==> src/rtl/sbsh_pkg.sv <==
`timescale 1ns / 1ps
// Shared types, constants and helper functions for the SHA-256 byte stream hasher.
// No dependencies; every other file imports this package.
package sbsh_pkg;

  typedef struct packed {
    logic [7:0] data_byte;
    logic       byte_present;
    logic       last_byte;
  } in_req_t;

  typedef struct packed {
    logic [63:0] digest_high;
    logic [63:0] digest_upper_mid;
    logic [63:0] digest_lower_mid;
    logic [63:0] digest_low;
  } out_req_t;

  typedef logic [7:0][31:0] word8_t;

  typedef struct packed {
    logic       load;
    logic [7:0] data;
    logic       start;
    logic       init;
  } core_req_t;

  typedef struct packed {
    logic   busy;
    word8_t digest;
  } core_sts_t;

  localparam int unsigned BlockBytes = 64;
  localparam int unsigned LenOffset  = 56;
  localparam int unsigned Rounds     = 64;
  localparam logic [7:0]  PadByte    = 8'h80;

  localparam word8_t InitHash = '{
    32'h5be0cd19, 32'h1f83d9ab, 32'h9b05688c, 32'h510e527f,
    32'ha54ff53a, 32'h3c6ef372, 32'hbb67ae85, 32'h6a09e667
  };

  localparam logic [31:0] RoundK [Rounds] = '{
    32'h428a2f98, 32'h71374491, 32'hb5c0fbcf, 32'he9b5dba5, 32'h3956c25b, 32'h59f111f1,
    32'h923f82a4, 32'hab1c5ed5, 32'hd807aa98, 32'h12835b01, 32'h243185be, 32'h550c7dc3,
    32'h72be5d74, 32'h80deb1fe, 32'h9bdc06a7, 32'hc19bf174, 32'he49b69c1, 32'hefbe4786,
    32'h0fc19dc6, 32'h240ca1cc, 32'h2de92c6f, 32'h4a7484aa, 32'h5cb0a9dc, 32'h76f988da,
    32'h983e5152, 32'ha831c66d, 32'hb00327c8, 32'hbf597fc7, 32'hc6e00bf3, 32'hd5a79147,
    32'h06ca6351, 32'h14292967, 32'h27b70a85, 32'h2e1b2138, 32'h4d2c6dfc, 32'h53380d13,
    32'h650a7354, 32'h766a0abb, 32'h81c2c92e, 32'h92722c85, 32'ha2bfe8a1, 32'ha81a664b,
    32'hc24b8b70, 32'hc76c51a3, 32'hd192e819, 32'hd6990624, 32'hf40e3585, 32'h106aa070,
    32'h19a4c116, 32'h1e376c08, 32'h2748774c, 32'h34b0bcb5, 32'h391c0cb3, 32'h4ed8aa4a,
    32'h5b9cca4f, 32'h682e6ff3, 32'h748f82ee, 32'h78a5636f, 32'h84c87814, 32'h8cc70208,
    32'h90befffa, 32'ha4506ceb, 32'hbef9a3f7, 32'hc67178f2
  };

  function automatic logic [31:0] rotr32(input logic [31:0] x, input int unsigned n);
    logic [63:0] dbl;
    dbl = {x, x} >> n;
    return dbl[31:0];
  endfunction

endpackage

==> src/rtl/sbsh_round.sv <==
`timescale 1ns / 1ps
// One SHA-256 compression round on the eight working variables.
// Depends on sbsh_pkg for the word array type and the rotate helper.
module sbsh_round
  import sbsh_pkg::*;
(
  input  word8_t      v_i,
  input  logic [31:0] k_i,
  input  logic [31:0] w_i,
  output word8_t      v_o
);

  logic [31:0] big1, ch, t1, big0, maj, t2;

  always_comb begin
    big1 = rotr32(v_i[4], 6) ^ rotr32(v_i[4], 11) ^ rotr32(v_i[4], 25);
    ch   = (v_i[4] & v_i[5]) ^ (~v_i[4] & v_i[6]);
    t1   = v_i[7] + big1 + ch + k_i + w_i;
    big0 = rotr32(v_i[0], 2) ^ rotr32(v_i[0], 13) ^ rotr32(v_i[0], 22);
    maj  = (v_i[0] & v_i[1]) ^ (v_i[0] & v_i[2]) ^ (v_i[1] & v_i[2]);
    t2   = big0 + maj;
    v_o[7] = v_i[6];
    v_o[6] = v_i[5];
    v_o[5] = v_i[4];
    v_o[4] = v_i[3] + t1;
    v_o[3] = v_i[2];
    v_o[2] = v_i[1];
    v_o[1] = v_i[0];
    v_o[0] = t1 + t2;
  end

endmodule

==> src/rtl/sbsh_core.sv <==
`timescale 1ns / 1ps
// Block window, message schedule and iterative compression over one shared round unit.
// Depends on sbsh_pkg and sbsh_round.
module sbsh_core
  import sbsh_pkg::*;
(
  input  logic      clk_i,
  input  logic      rst_ni,
  input  core_req_t req_i,
  output core_sts_t sts_o
);

  logic [511:0] win_q;
  word8_t       v_q, v_nxt, h_q;
  logic [5:0]   rnd_q;
  logic         busy_q, fin_q;
  logic [31:0]  w0, w1, w9, w14, s0, s1, w_new;
  logic         rnd_en;

  assign w0  = win_q[511:480];
  assign w1  = win_q[479:448];
  assign w9  = win_q[223:192];
  assign w14 = win_q[63:32];
  assign s0  = rotr32(w1, 7) ^ rotr32(w1, 18) ^ (w1 >> 3);
  assign s1  = rotr32(w14, 17) ^ rotr32(w14, 19) ^ (w14 >> 10);
  assign w_new  = s1 + w9 + s0 + w0;
  assign rnd_en = busy_q && !fin_q;

  sbsh_round u_round (
    .v_i (v_q),
    .k_i (RoundK[rnd_q]),
    .w_i (w0),
    .v_o (v_nxt)
  );

  always_ff @(posedge clk_i) begin
    if (req_i.load) begin
      win_q <= {win_q[503:0], req_i.data};
    end else if (rnd_en) begin
      win_q <= {win_q[479:0], w_new};
    end
  end

  always_ff @(posedge clk_i) begin
    if (req_i.start) begin
      v_q <= h_q;
    end else if (rnd_en) begin
      v_q <= v_nxt;
    end
  end

  always_ff @(posedge clk_i or negedge rst_ni) begin
    if (!rst_ni) begin
      busy_q <= 1'b0;
      fin_q  <= 1'b0;
      rnd_q  <= '0;
      h_q    <= InitHash;
    end else if (req_i.init) begin
      h_q <= InitHash;
    end else if (req_i.start) begin
      busy_q <= 1'b1;
      fin_q  <= 1'b0;
      rnd_q  <= '0;
    end else if (busy_q) begin
      if (fin_q) begin
        busy_q <= 1'b0;
        fin_q  <= 1'b0;
        for (int i = 0; i < 8; i++) begin
          h_q[i] <= h_q[i] + v_q[i];
        end
      end else begin
        if (rnd_q == 6'(Rounds - 1)) begin
          fin_q <= 1'b1;
        end
        rnd_q <= rnd_q + 6'd1;
      end
    end
  end

  assign sts_o.busy   = busy_q;
  assign sts_o.digest = h_q;

endmodule

==> src/rtl/sha256_byte_stream_hasher.sv <==
`timescale 1ns / 1ps
// SHA-256 hasher that takes a message one byte per request and returns the digest.
// Depends on sbsh_pkg and sbsh_core.
//
// The input channel carries one request per byte: data_byte, byte_present and last_byte.
// A request is taken at a clock edge where in_valid_i is high and in_stall_o is low.
// A byte that does not complete a 64-byte block is taken without a stall. The byte that
// completes a block starts a compression in the shared round unit: 64 rounds at one per
// cycle, then a step that folds the result into the hash words and a return to idle, with
// the input stalled throughout.
// A request with last_byte set pads the message one byte per cycle up to offset 56,
// pausing for a compression if the block fills first, appends the 8 length bytes, and
// runs one or two compressions in all before the digest is ready.
// The digest then goes into an output register as one request of four 64-bit words,
// and the hash state returns to the initial values. If the receiver holds out_stall_i
// high, the register keeps its request and a later digest waits until it is taken, with
// the input stalled; bytes of the next message are accepted until that digest is ready.
// After reset the hash words hold the initial values, the byte and bit counts are zero,
// the output register is empty, and the block is ready for the first byte.
module sha256_byte_stream_hasher
  import sbsh_pkg::*;
(
  input  logic     clk_i,
  input  logic     rst_ni,
  input  logic     in_valid_i,
  output logic     in_stall_o,
  input  in_req_t  in_data_i,
  output logic     out_valid_o,
  input  logic     out_stall_i,
  output out_req_t out_data_o
);

  localparam logic [2:0] S_IDLE  = 3'd0;
  localparam logic [2:0] S_COMP  = 3'd1;
  localparam logic [2:0] S_PAD   = 3'd2;
  localparam logic [2:0] S_LEN   = 3'd3;
  localparam logic [2:0] S_FINAL = 3'd4;
  localparam logic [2:0] S_EMIT  = 3'd5;

  logic [2:0]  state_q, state_d;
  logic [5:0]  fill_q, fill_d;
  logic [63:0] bitcnt_q, bitcnt_d;
  logic        ending_q, ending_d;
  logic        first_q, first_d;
  logic        out_valid_q;
  out_req_t    out_q;
  logic        out_load;
  core_req_t   core_req;
  core_sts_t   core_sts;

  sbsh_core u_core (
    .clk_i  (clk_i),
    .rst_ni (rst_ni),
    .req_i  (core_req),
    .sts_o  (core_sts)
  );

  always_comb begin
    state_d  = state_q;
    fill_d   = fill_q;
    bitcnt_d = bitcnt_q;
    ending_d = ending_q;
    first_d  = first_q;
    out_load = 1'b0;
    core_req = '0;
    unique case (state_q)
      S_IDLE: begin
        if (in_valid_i) begin
          if (in_data_i.byte_present) begin
            core_req.load = 1'b1;
            core_req.data = in_data_i.data_byte;
            bitcnt_d      = bitcnt_q + 64'd8;
            fill_d        = fill_q + 6'd1;
            core_req.start = (fill_d == '0);
          end
          if (in_data_i.last_byte) begin
            ending_d = 1'b1;
            first_d  = 1'b1;
          end
          if (core_req.start) begin
            state_d = S_COMP;
          end else if (in_data_i.last_byte) begin
            state_d = S_PAD;
          end
        end
      end
      S_COMP: begin
        if (!core_sts.busy) begin
          state_d = ending_q ? S_PAD : S_IDLE;
        end
      end
      S_PAD: begin
        core_req.load = 1'b1;
        core_req.data = first_q ? PadByte : 8'h00;
        first_d       = 1'b0;
        fill_d        = fill_q + 6'd1;
        if (fill_d == '0) begin
          core_req.start = 1'b1;
          state_d        = S_COMP;
        end else if (fill_d == 6'(LenOffset)) begin
          state_d = S_LEN;
        end
      end
      S_LEN: begin
        core_req.load = 1'b1;
        core_req.data = bitcnt_q[63:56];
        bitcnt_d      = {bitcnt_q[55:0], bitcnt_q[63:56]};
        fill_d        = fill_q + 6'd1;
        if (fill_d == '0) begin
          core_req.start = 1'b1;
          state_d        = S_FINAL;
        end
      end
      S_FINAL: begin
        if (!core_sts.busy) begin
          state_d = S_EMIT;
        end
      end
      S_EMIT: begin
        if (!out_valid_q || !out_stall_i) begin
          out_load      = 1'b1;
          core_req.init = 1'b1;
          bitcnt_d      = '0;
          fill_d        = '0;
          ending_d      = 1'b0;
          state_d       = S_IDLE;
        end
      end
      default: begin
        state_d = S_IDLE;
      end
    endcase
  end

  always_ff @(posedge clk_i or negedge rst_ni) begin
    if (!rst_ni) begin
      state_q     <= S_IDLE;
      fill_q      <= '0;
      bitcnt_q    <= '0;
      ending_q    <= 1'b0;
      first_q     <= 1'b0;
      out_valid_q <= 1'b0;
    end else begin
      state_q  <= state_d;
      fill_q   <= fill_d;
      bitcnt_q <= bitcnt_d;
      ending_q <= ending_d;
      first_q  <= first_d;
      if (out_load) begin
        out_valid_q <= 1'b1;
      end else if (!out_stall_i) begin
        out_valid_q <= 1'b0;
      end
    end
  end

  always_ff @(posedge clk_i) begin
    if (out_load) begin
      out_q.digest_high      <= {core_sts.digest[0], core_sts.digest[1]};
      out_q.digest_upper_mid <= {core_sts.digest[2], core_sts.digest[3]};
      out_q.digest_lower_mid <= {core_sts.digest[4], core_sts.digest[5]};
      out_q.digest_low       <= {core_sts.digest[6], core_sts.digest[7]};
    end
  end

  assign in_stall_o  = (state_q != S_IDLE);
  assign out_valid_o = out_valid_q;
  assign out_data_o  = out_q;

  a_busy_only_waiting: assert property (@(posedge clk_i) disable iff (!rst_ni)
    core_sts.busy |-> (state_q == S_COMP || state_q == S_FINAL))
    else $error("round unit busy outside a compression wait");

  a_len_at_tail: assert property (@(posedge clk_i) disable iff (!rst_ni)
    (state_q == S_LEN) |-> (fill_q[5:3] == 3'd7))
    else $error("length bytes placed outside the last eight block bytes");

  a_emit_loads: assert property (@(posedge clk_i) disable iff (!rst_ni)
    (state_q == S_EMIT && (!out_valid_q || !out_stall_i)) |=> (out_valid_q && state_q == S_IDLE))
    else $error("digest not loaded into the output register");

  a_pad_needs_end: assert property (@(posedge clk_i) disable iff (!rst_ni)
    (state_q == S_PAD || state_q == S_LEN || state_q == S_FINAL) |-> ending_q)
    else $error("padding without a finishing message");

endmodule

==> config.mk <==
export PLATFORM = sky130hd
export DESIGN_NAME = sha256_byte_stream_hasher
export DESIGN_NICKNAME = d
export VERILOG_FILES = /design/src/rtl/sbsh_pkg.sv /design/src/rtl/sbsh_round.sv /design/src/rtl/sbsh_core.sv /design/src/rtl/sha256_byte_stream_hasher.sv
export SDC_FILE = /design/constraint.sdc
export NUM_CORES = 2
export LEC_CHECK = 0
export CORE_MARGIN = 2
export CORE_UTILIZATION = 30
export CTS_BUF_LIST = sky130_fd_sc_hd__clkbuf_8
export CTS_CLUSTER_SIZE = 12
export DETAILED_ROUTE_END_ITERATION = 8
export DONT_BUFFER_PORTS = 1
export PLACE_DENSITY = 0.55
export SYNTH_ARGS = -nofsm -noshare
export SYNTH_HDL_FRONTEND = slang
export SYNTH_HIERARCHICAL = 1
export SYNTH_SLANG_ARGS = --single-unit
==> constraint.sdc <==
create_clock -name clk_i -period 40.1 [get_ports clk_i]
set_input_delay 4.01 -clock clk_i [delete_from_list [all_inputs] [get_ports clk_i]]
set_output_delay 4.01 -clock clk_i [all_outputs]
set_load 0.005 [all_outputs]
* After elaboration in Yosys (flattened, before gate mapping)
Memories as Yosys holds them, arrays and structs flattened.
Cells that the tools add are included.
** Word-level totals
- Bits in registers :: 1364
- Bits in read-only memories :: 2048
- Memories :: 1
- Output and inout bits :: 258
- Logic and storage cells :: 172
- Input bits :: 14
** Cells by class
- Reduce and logical (&&, ||, !) cells :: 26
- Add/subtract/negate cells :: 21
- Order comparisons :: 1
- Eq/ne operators :: 19
- Multiplexer cells :: 55
- Bitwise operators :: 19
** Memory list
- (no name shown) :: words 64, width 32, read ports 1, clocked after memory_dff 0, wr ports 0, RTL line sbsh_core.sv:31 : .k_i (RoundK[rnd_q]),
** Operators by type and width (count)
- two-way mux 256 bit :: 6
- two-way mux 512 bit :: 2
- adder 32 bit :: 18
- XOR 32 bit :: 9
- two-way mux 64 bit :: 3
- case mux 64 bit (3 select lines) :: 1
- bitwise AND 32 bit :: 5
- adder 64 x 4 -> 64 bit, second input constant :: 1
- two-way mux 32 bit :: 2
- two-way mux 10 bit :: 4
- two-way mux 6 bit :: 6
- inverter 32 bit :: 1
- XOR 32 x 22 -> 32 bit :: 1
- XOR 32 x 29 -> 32 bit :: 1
- case mux 10 bit (3 select lines) :: 1
- two-way mux 3 bit :: 9
- inequality test 2 bit, second input constant :: 9
- case mux 3 bit (6 select lines) :: 1
- case mux 6 bit (3 select lines) :: 1
- two-way mux 1 bit :: 15
- nonzero test 2 bit :: 7
- adder 6 x 1 -> 6 bit, second input constant :: 2
- == test 6 bit, second input constant :: 2
- AND reduction 4 bit :: 3
- 21 further kinds :: 31

* Logic depth before layout (Yosys ltp)
- Word-level depth :: 9
- Depth in mapped cells :: 42
- Mapped depth without buffers :: 39

* Hierarchy
Netlist, hierarchy kept.
** Modules (own cells, without submodules)
- sbsh_core :: cells each 5320, sequential area each 29838.6 um2, area each 60999.8 um2, times used 1
- sha256_byte_stream_hasher :: cells each 868, sequential area each 9589.2 um2, area each 12633.4 um2, times used 1
- sbsh_round :: cells each 1454, sequential area each 0.0 um2, area each 11397.2 um2, times used 1

* Worst setup path after synthesis
No wires, ideal clock.
- Kind :: input to register
- From :: in in_valid_i
- To :: reg u_core.win_q[0], enable pin
- Setup time :: 0.971 ns
- Buffers on the path :: 2
- Required time :: 39.129 ns
- Stages :: 5
- Arrival :: 17.168 ns
- Slack :: 21.960 ns
- Path through :: a31oi_1 inv_1 clkbuf_1 clkbuf_1 nand2b_1
** RTL lines
- start: declaration :: RTL line sha256_byte_stream_hasher.sv:25 : input logic in_valid_i,
- end signal: assignment :: RTL line sbsh_core.sv:38 : win_q <= {win_q[503:0], req_i.data};
- end signal: assignment :: RTL line sbsh_core.sv:40 : win_q <= {win_q[479:0], w_new};
- end: declaration :: RTL line sbsh_core.sv:13 : logic [511:0] win_q;

==> flow_summary.yaml <==
power_and_ir_drop:
  power_frac_seq_pct: 52.1
  p_sw_share_pct: 21.6
  p_sw_mw: 0.622
  vdd_drop_max_mv: 0.0280
  pwr-share-clk_pct: 47.9
  total_power_mw: 2.89
  p_per_area_nw_per_um2: 31.1
  p_int_mw: 2.26
  comb_power_share_pct: 0
  p_leak_nw: 36.5
synth:
  yosys_warnings: 6
  synth_area_um2: 85000
  synth.most_common_cell: "edfxtp_1"
  ys_top_cells_by_count: "edfxtp_1, mux2_2, nand2_1, inv_1, a21oi_1"
  synth_top_area_share_pct: 36.2
  ys_types: 103
  syn_nets: 8242
  synth_edf_count: 1024
  yosysSeqAreaShare_pct: 46.4
  ys.flop_type: "edfxtp_1"
  synthTopCellsByArea: "edfxtp_1, mux2_2, dfrtp_1"
  synthArstFlopShare_pct: 24.9
  ys_ff_latch: 1364
  syn_avg_cell_area_um2: 11.1
  syn_inst: 7642
  synth_top_area_cell: "edfxtp_1"
grt:
  grt_max_degree: 341
  antenna_found_initial: 5
  grt_pass1_wl_um: 389000
  grt_pass1_vias: 57576
  grt_usage_pct: 17.9
  gr-total-overflow: 0
setup_path:
  slowest_delay_ps: 890
  rr_worst_depth: 35
  r2r_slack_ps: 29320
  critPathKind: "reg2reg"
  worst_setup_path_end_kind: "register"
  cp_max_fo: 23
  cpMaxStageDelayCell: "ha_1"
  required_ps: 40840
  worst_ep_arrival_time_ps: 11520
  r2r-start: "u_core/rnd_q[1]"
  cp_common_cell: "inv_1"
  cp-start-kind: "register"
  r2r-end: "u_core/v_q[31]"
routing:
  routed-via-count: 59294
  finalWirelength_um: 266000
  drc_errors: 0
  antenna_left: 0
  drt_iter0_markers: 5405
  avgViaCountPerCell: 5.21
  wl_per_cell_um: 23.3
  first_pass_iters: 6
floorplanning:
  coreArea_um2: 282000
  initial_utilization_pct: 30.1
  ios: 272
  fp.dieH_um: 536
  die_x_um: 536
  dieArea_um2: 288000
  num_rows: 195
clocking:
  clk_path_buf_depth: 4
  cts.sinks: 1364
  clock-root-buffer: "clkbuf_8"
  post_cts.repair.setup_buffers: 0
  cts_max_level: 4
  cts_resized: 0
  cts_tree: "built"
  ctsHoldBuffers: 0
  path_clk_slew_ps: 70
  numCtsBuffers: 246
  clk-insertion-delay-late_ps: 1010
worst_hold_path:
  hold_depth: 0
  min_from: "u_core/sts_o[95]"
  whs_endpoint: "out_data_o[191]"
  hp-class: "reg2reg"
sta:
  hold_slack_ps: 481
  setup_viol: 0
  max_freq_mhz: 92.8
  postLayoutSetupSlackWorst_ps: 29320
  hold_viol: 0
  rsz0062_at_grt: "no"
  finalCriticalPeriod_ps: 10780
  skew_ps: 104
  maxSlewViolCount: 120
  tightest_slew_ps: 1740
  post-route-period-util_pct: 26.9
  slew-limit-headroom_pct: -16.3
  fin_setup_tns_ps: 0
run_status:
  status: "finished, violations left"
  violations: "slew limit"
final_layout:
  fin_nets: 8037
  fin_util_pct: 32.9
  drive_gt1_share_pct: 17.5
  syn_to_final_growth_pct: 9.10
  n_fill_cell: 28372
run:
  max_cap_viol_count: 0
place:
  gp_congestion: 0.924
  port_buffers: 0
  dp_slack_ps: 29390
  dp_hpwl_um: 193000
state kept, by name, summed over array words and instances (netlist names):
| signal | cells |
|---|---|
| u_core/win_q | 512 |
| out_data_o | 256 |
| u_core/sts_o | 256 |
| u_core/v_q | 256 |
| bitcnt_q | 64 |
| fill_q | 6 |
| u_core/rnd_q | 6 |
| state_q | 3 |
| ending_q | 1 |
| first_q | 1 |
| out_valid_o | 1 |
| u_core/busy_q | 1 |
| u_core/fin_q | 1 |
kinds of logic (layout without fill, tap and decap cells):
logic type / count (synthesis) / after routing / synth area share, %
AND/OR/NAND/NOR: 1521 / 1521 / 8.47
XOR/XNOR: 555 / 555 / 5.73
buffers and inverters: 1063 / 1059 / 5.57
flip-flops: 1364 / 1364 / 46.4
adder cells (fa/ha/maj): 589 / 589 / 10.4
AO/OA/AOI/OAI: 1777 / 1777 / 13.2
multiplexers: 773 / 773 / 10.2
other: 0 / 3 / 0
cell usage in the layout (no fill, tap or decap), drive strengths merged, types with 18 or more instances in the layout:
master  instances
o21bai         54
mux2i          42
edfxtp       1024
ha            391
o31ai          44
nand4          53
mux2          726
xnor2         353
nor4           22
a21o          194
a211oi         55
nor2b          60
clkbuf        284
fa            195
a221oi         19
buf            61
dfrtp         204
and4           24
nor3           94
o21a           52
bufinv         18
dfstp         136
inv           618
a31oi          54
o211ai        108
or3            38
and2           33
o311ai         28
and3           66
nand2b         49
nand3         153
nor2          302
xor2          201
clkinv         66
o21ai         443
nand2         575
a21oi         528
cell type report:
class / count / area (um2) / area share, %
Clock inverter: 165 / 1210 / 1.30
Antenna cell: 3 / 7.51 / 0.00809
Timing Repair Buffer: 61 / 508 / 0.548
Tap cell: 3743 / 4680 / 5.05
Inverter: 549 / 2080 / 2.24
Multi-Input combinational cell: 5215 / 40900 / 44.1
Clock buffer: 284 / 3910 / 4.21
Sequential cell: 1364 / 39400 / 42.5
per-stage QoR:
step / cell area, um2 / cells
after floorplan: 85000 / 7642
final: 92800 / 11384
after CTS: 92800 / 11381
after global placement: 87600 / 10932
after global routing: 92800 / 11382
after detailed placement: 87600 / 10932
power by group through the flow:
| stage | clock network (mW) | registers (mW) | logic (mW) |
|---|---|---|---|
| floorplan | 0 | 1.53 | 0.0000661 |
| global placement | 0 | 1.53 | 0.0000670 |
| detailed placement | 0 | 1.53 | 0.0000667 |
| CTS | 1.43 | 1.50 | 0.0000669 |
| global route | 1.49 | 1.50 | 0.0000736 |
| finish | 1.38 | 1.50 | 0.0000680 |
layer usage:
metal	up-vias	routed length (um)	share of wire (%)	track usage, %
met4	0	6570	2.5	4.70
li1	27166	-	-	-
met2	2007	123000	46	28.9
met1	29767	119000	45	24.8
met5	-	0	0	0
met3	354	16600	6.2	2.72
worst max path at each step:
stage                            to  slack (ps)             from  cells after the start
finish               u_core/v_q[31]       29320  u_core/rnd_q[1]                     35
global route         u_core/v_q[31]       28750  u_core/rnd_q[1]                     36
CTS                  u_core/v_q[31]       29350  u_core/rnd_q[1]                     35
detailed placement   u_core/v_q[31]       29390  u_core/rnd_q[1]                     35
global placement     u_core/v_q[31]       29430  u_core/rnd_q[1]                     35
floorplan           u_core/win_q[0]       21960       in_valid_i                      5
worst max-delay path, delay by kind of cell, from the launching register on:
family / cells / cell delay (ps)
mux: 1 / 260
buf+inv: 7 / 1080
compound gates: 14 / 3570
xor+xnor: 2 / 440
flops: 1 / 320
simple gates: 4 / 1480
fa+ha+maj: 7 / 3340
Note: power is estimated with default switching activity, not from simulation.
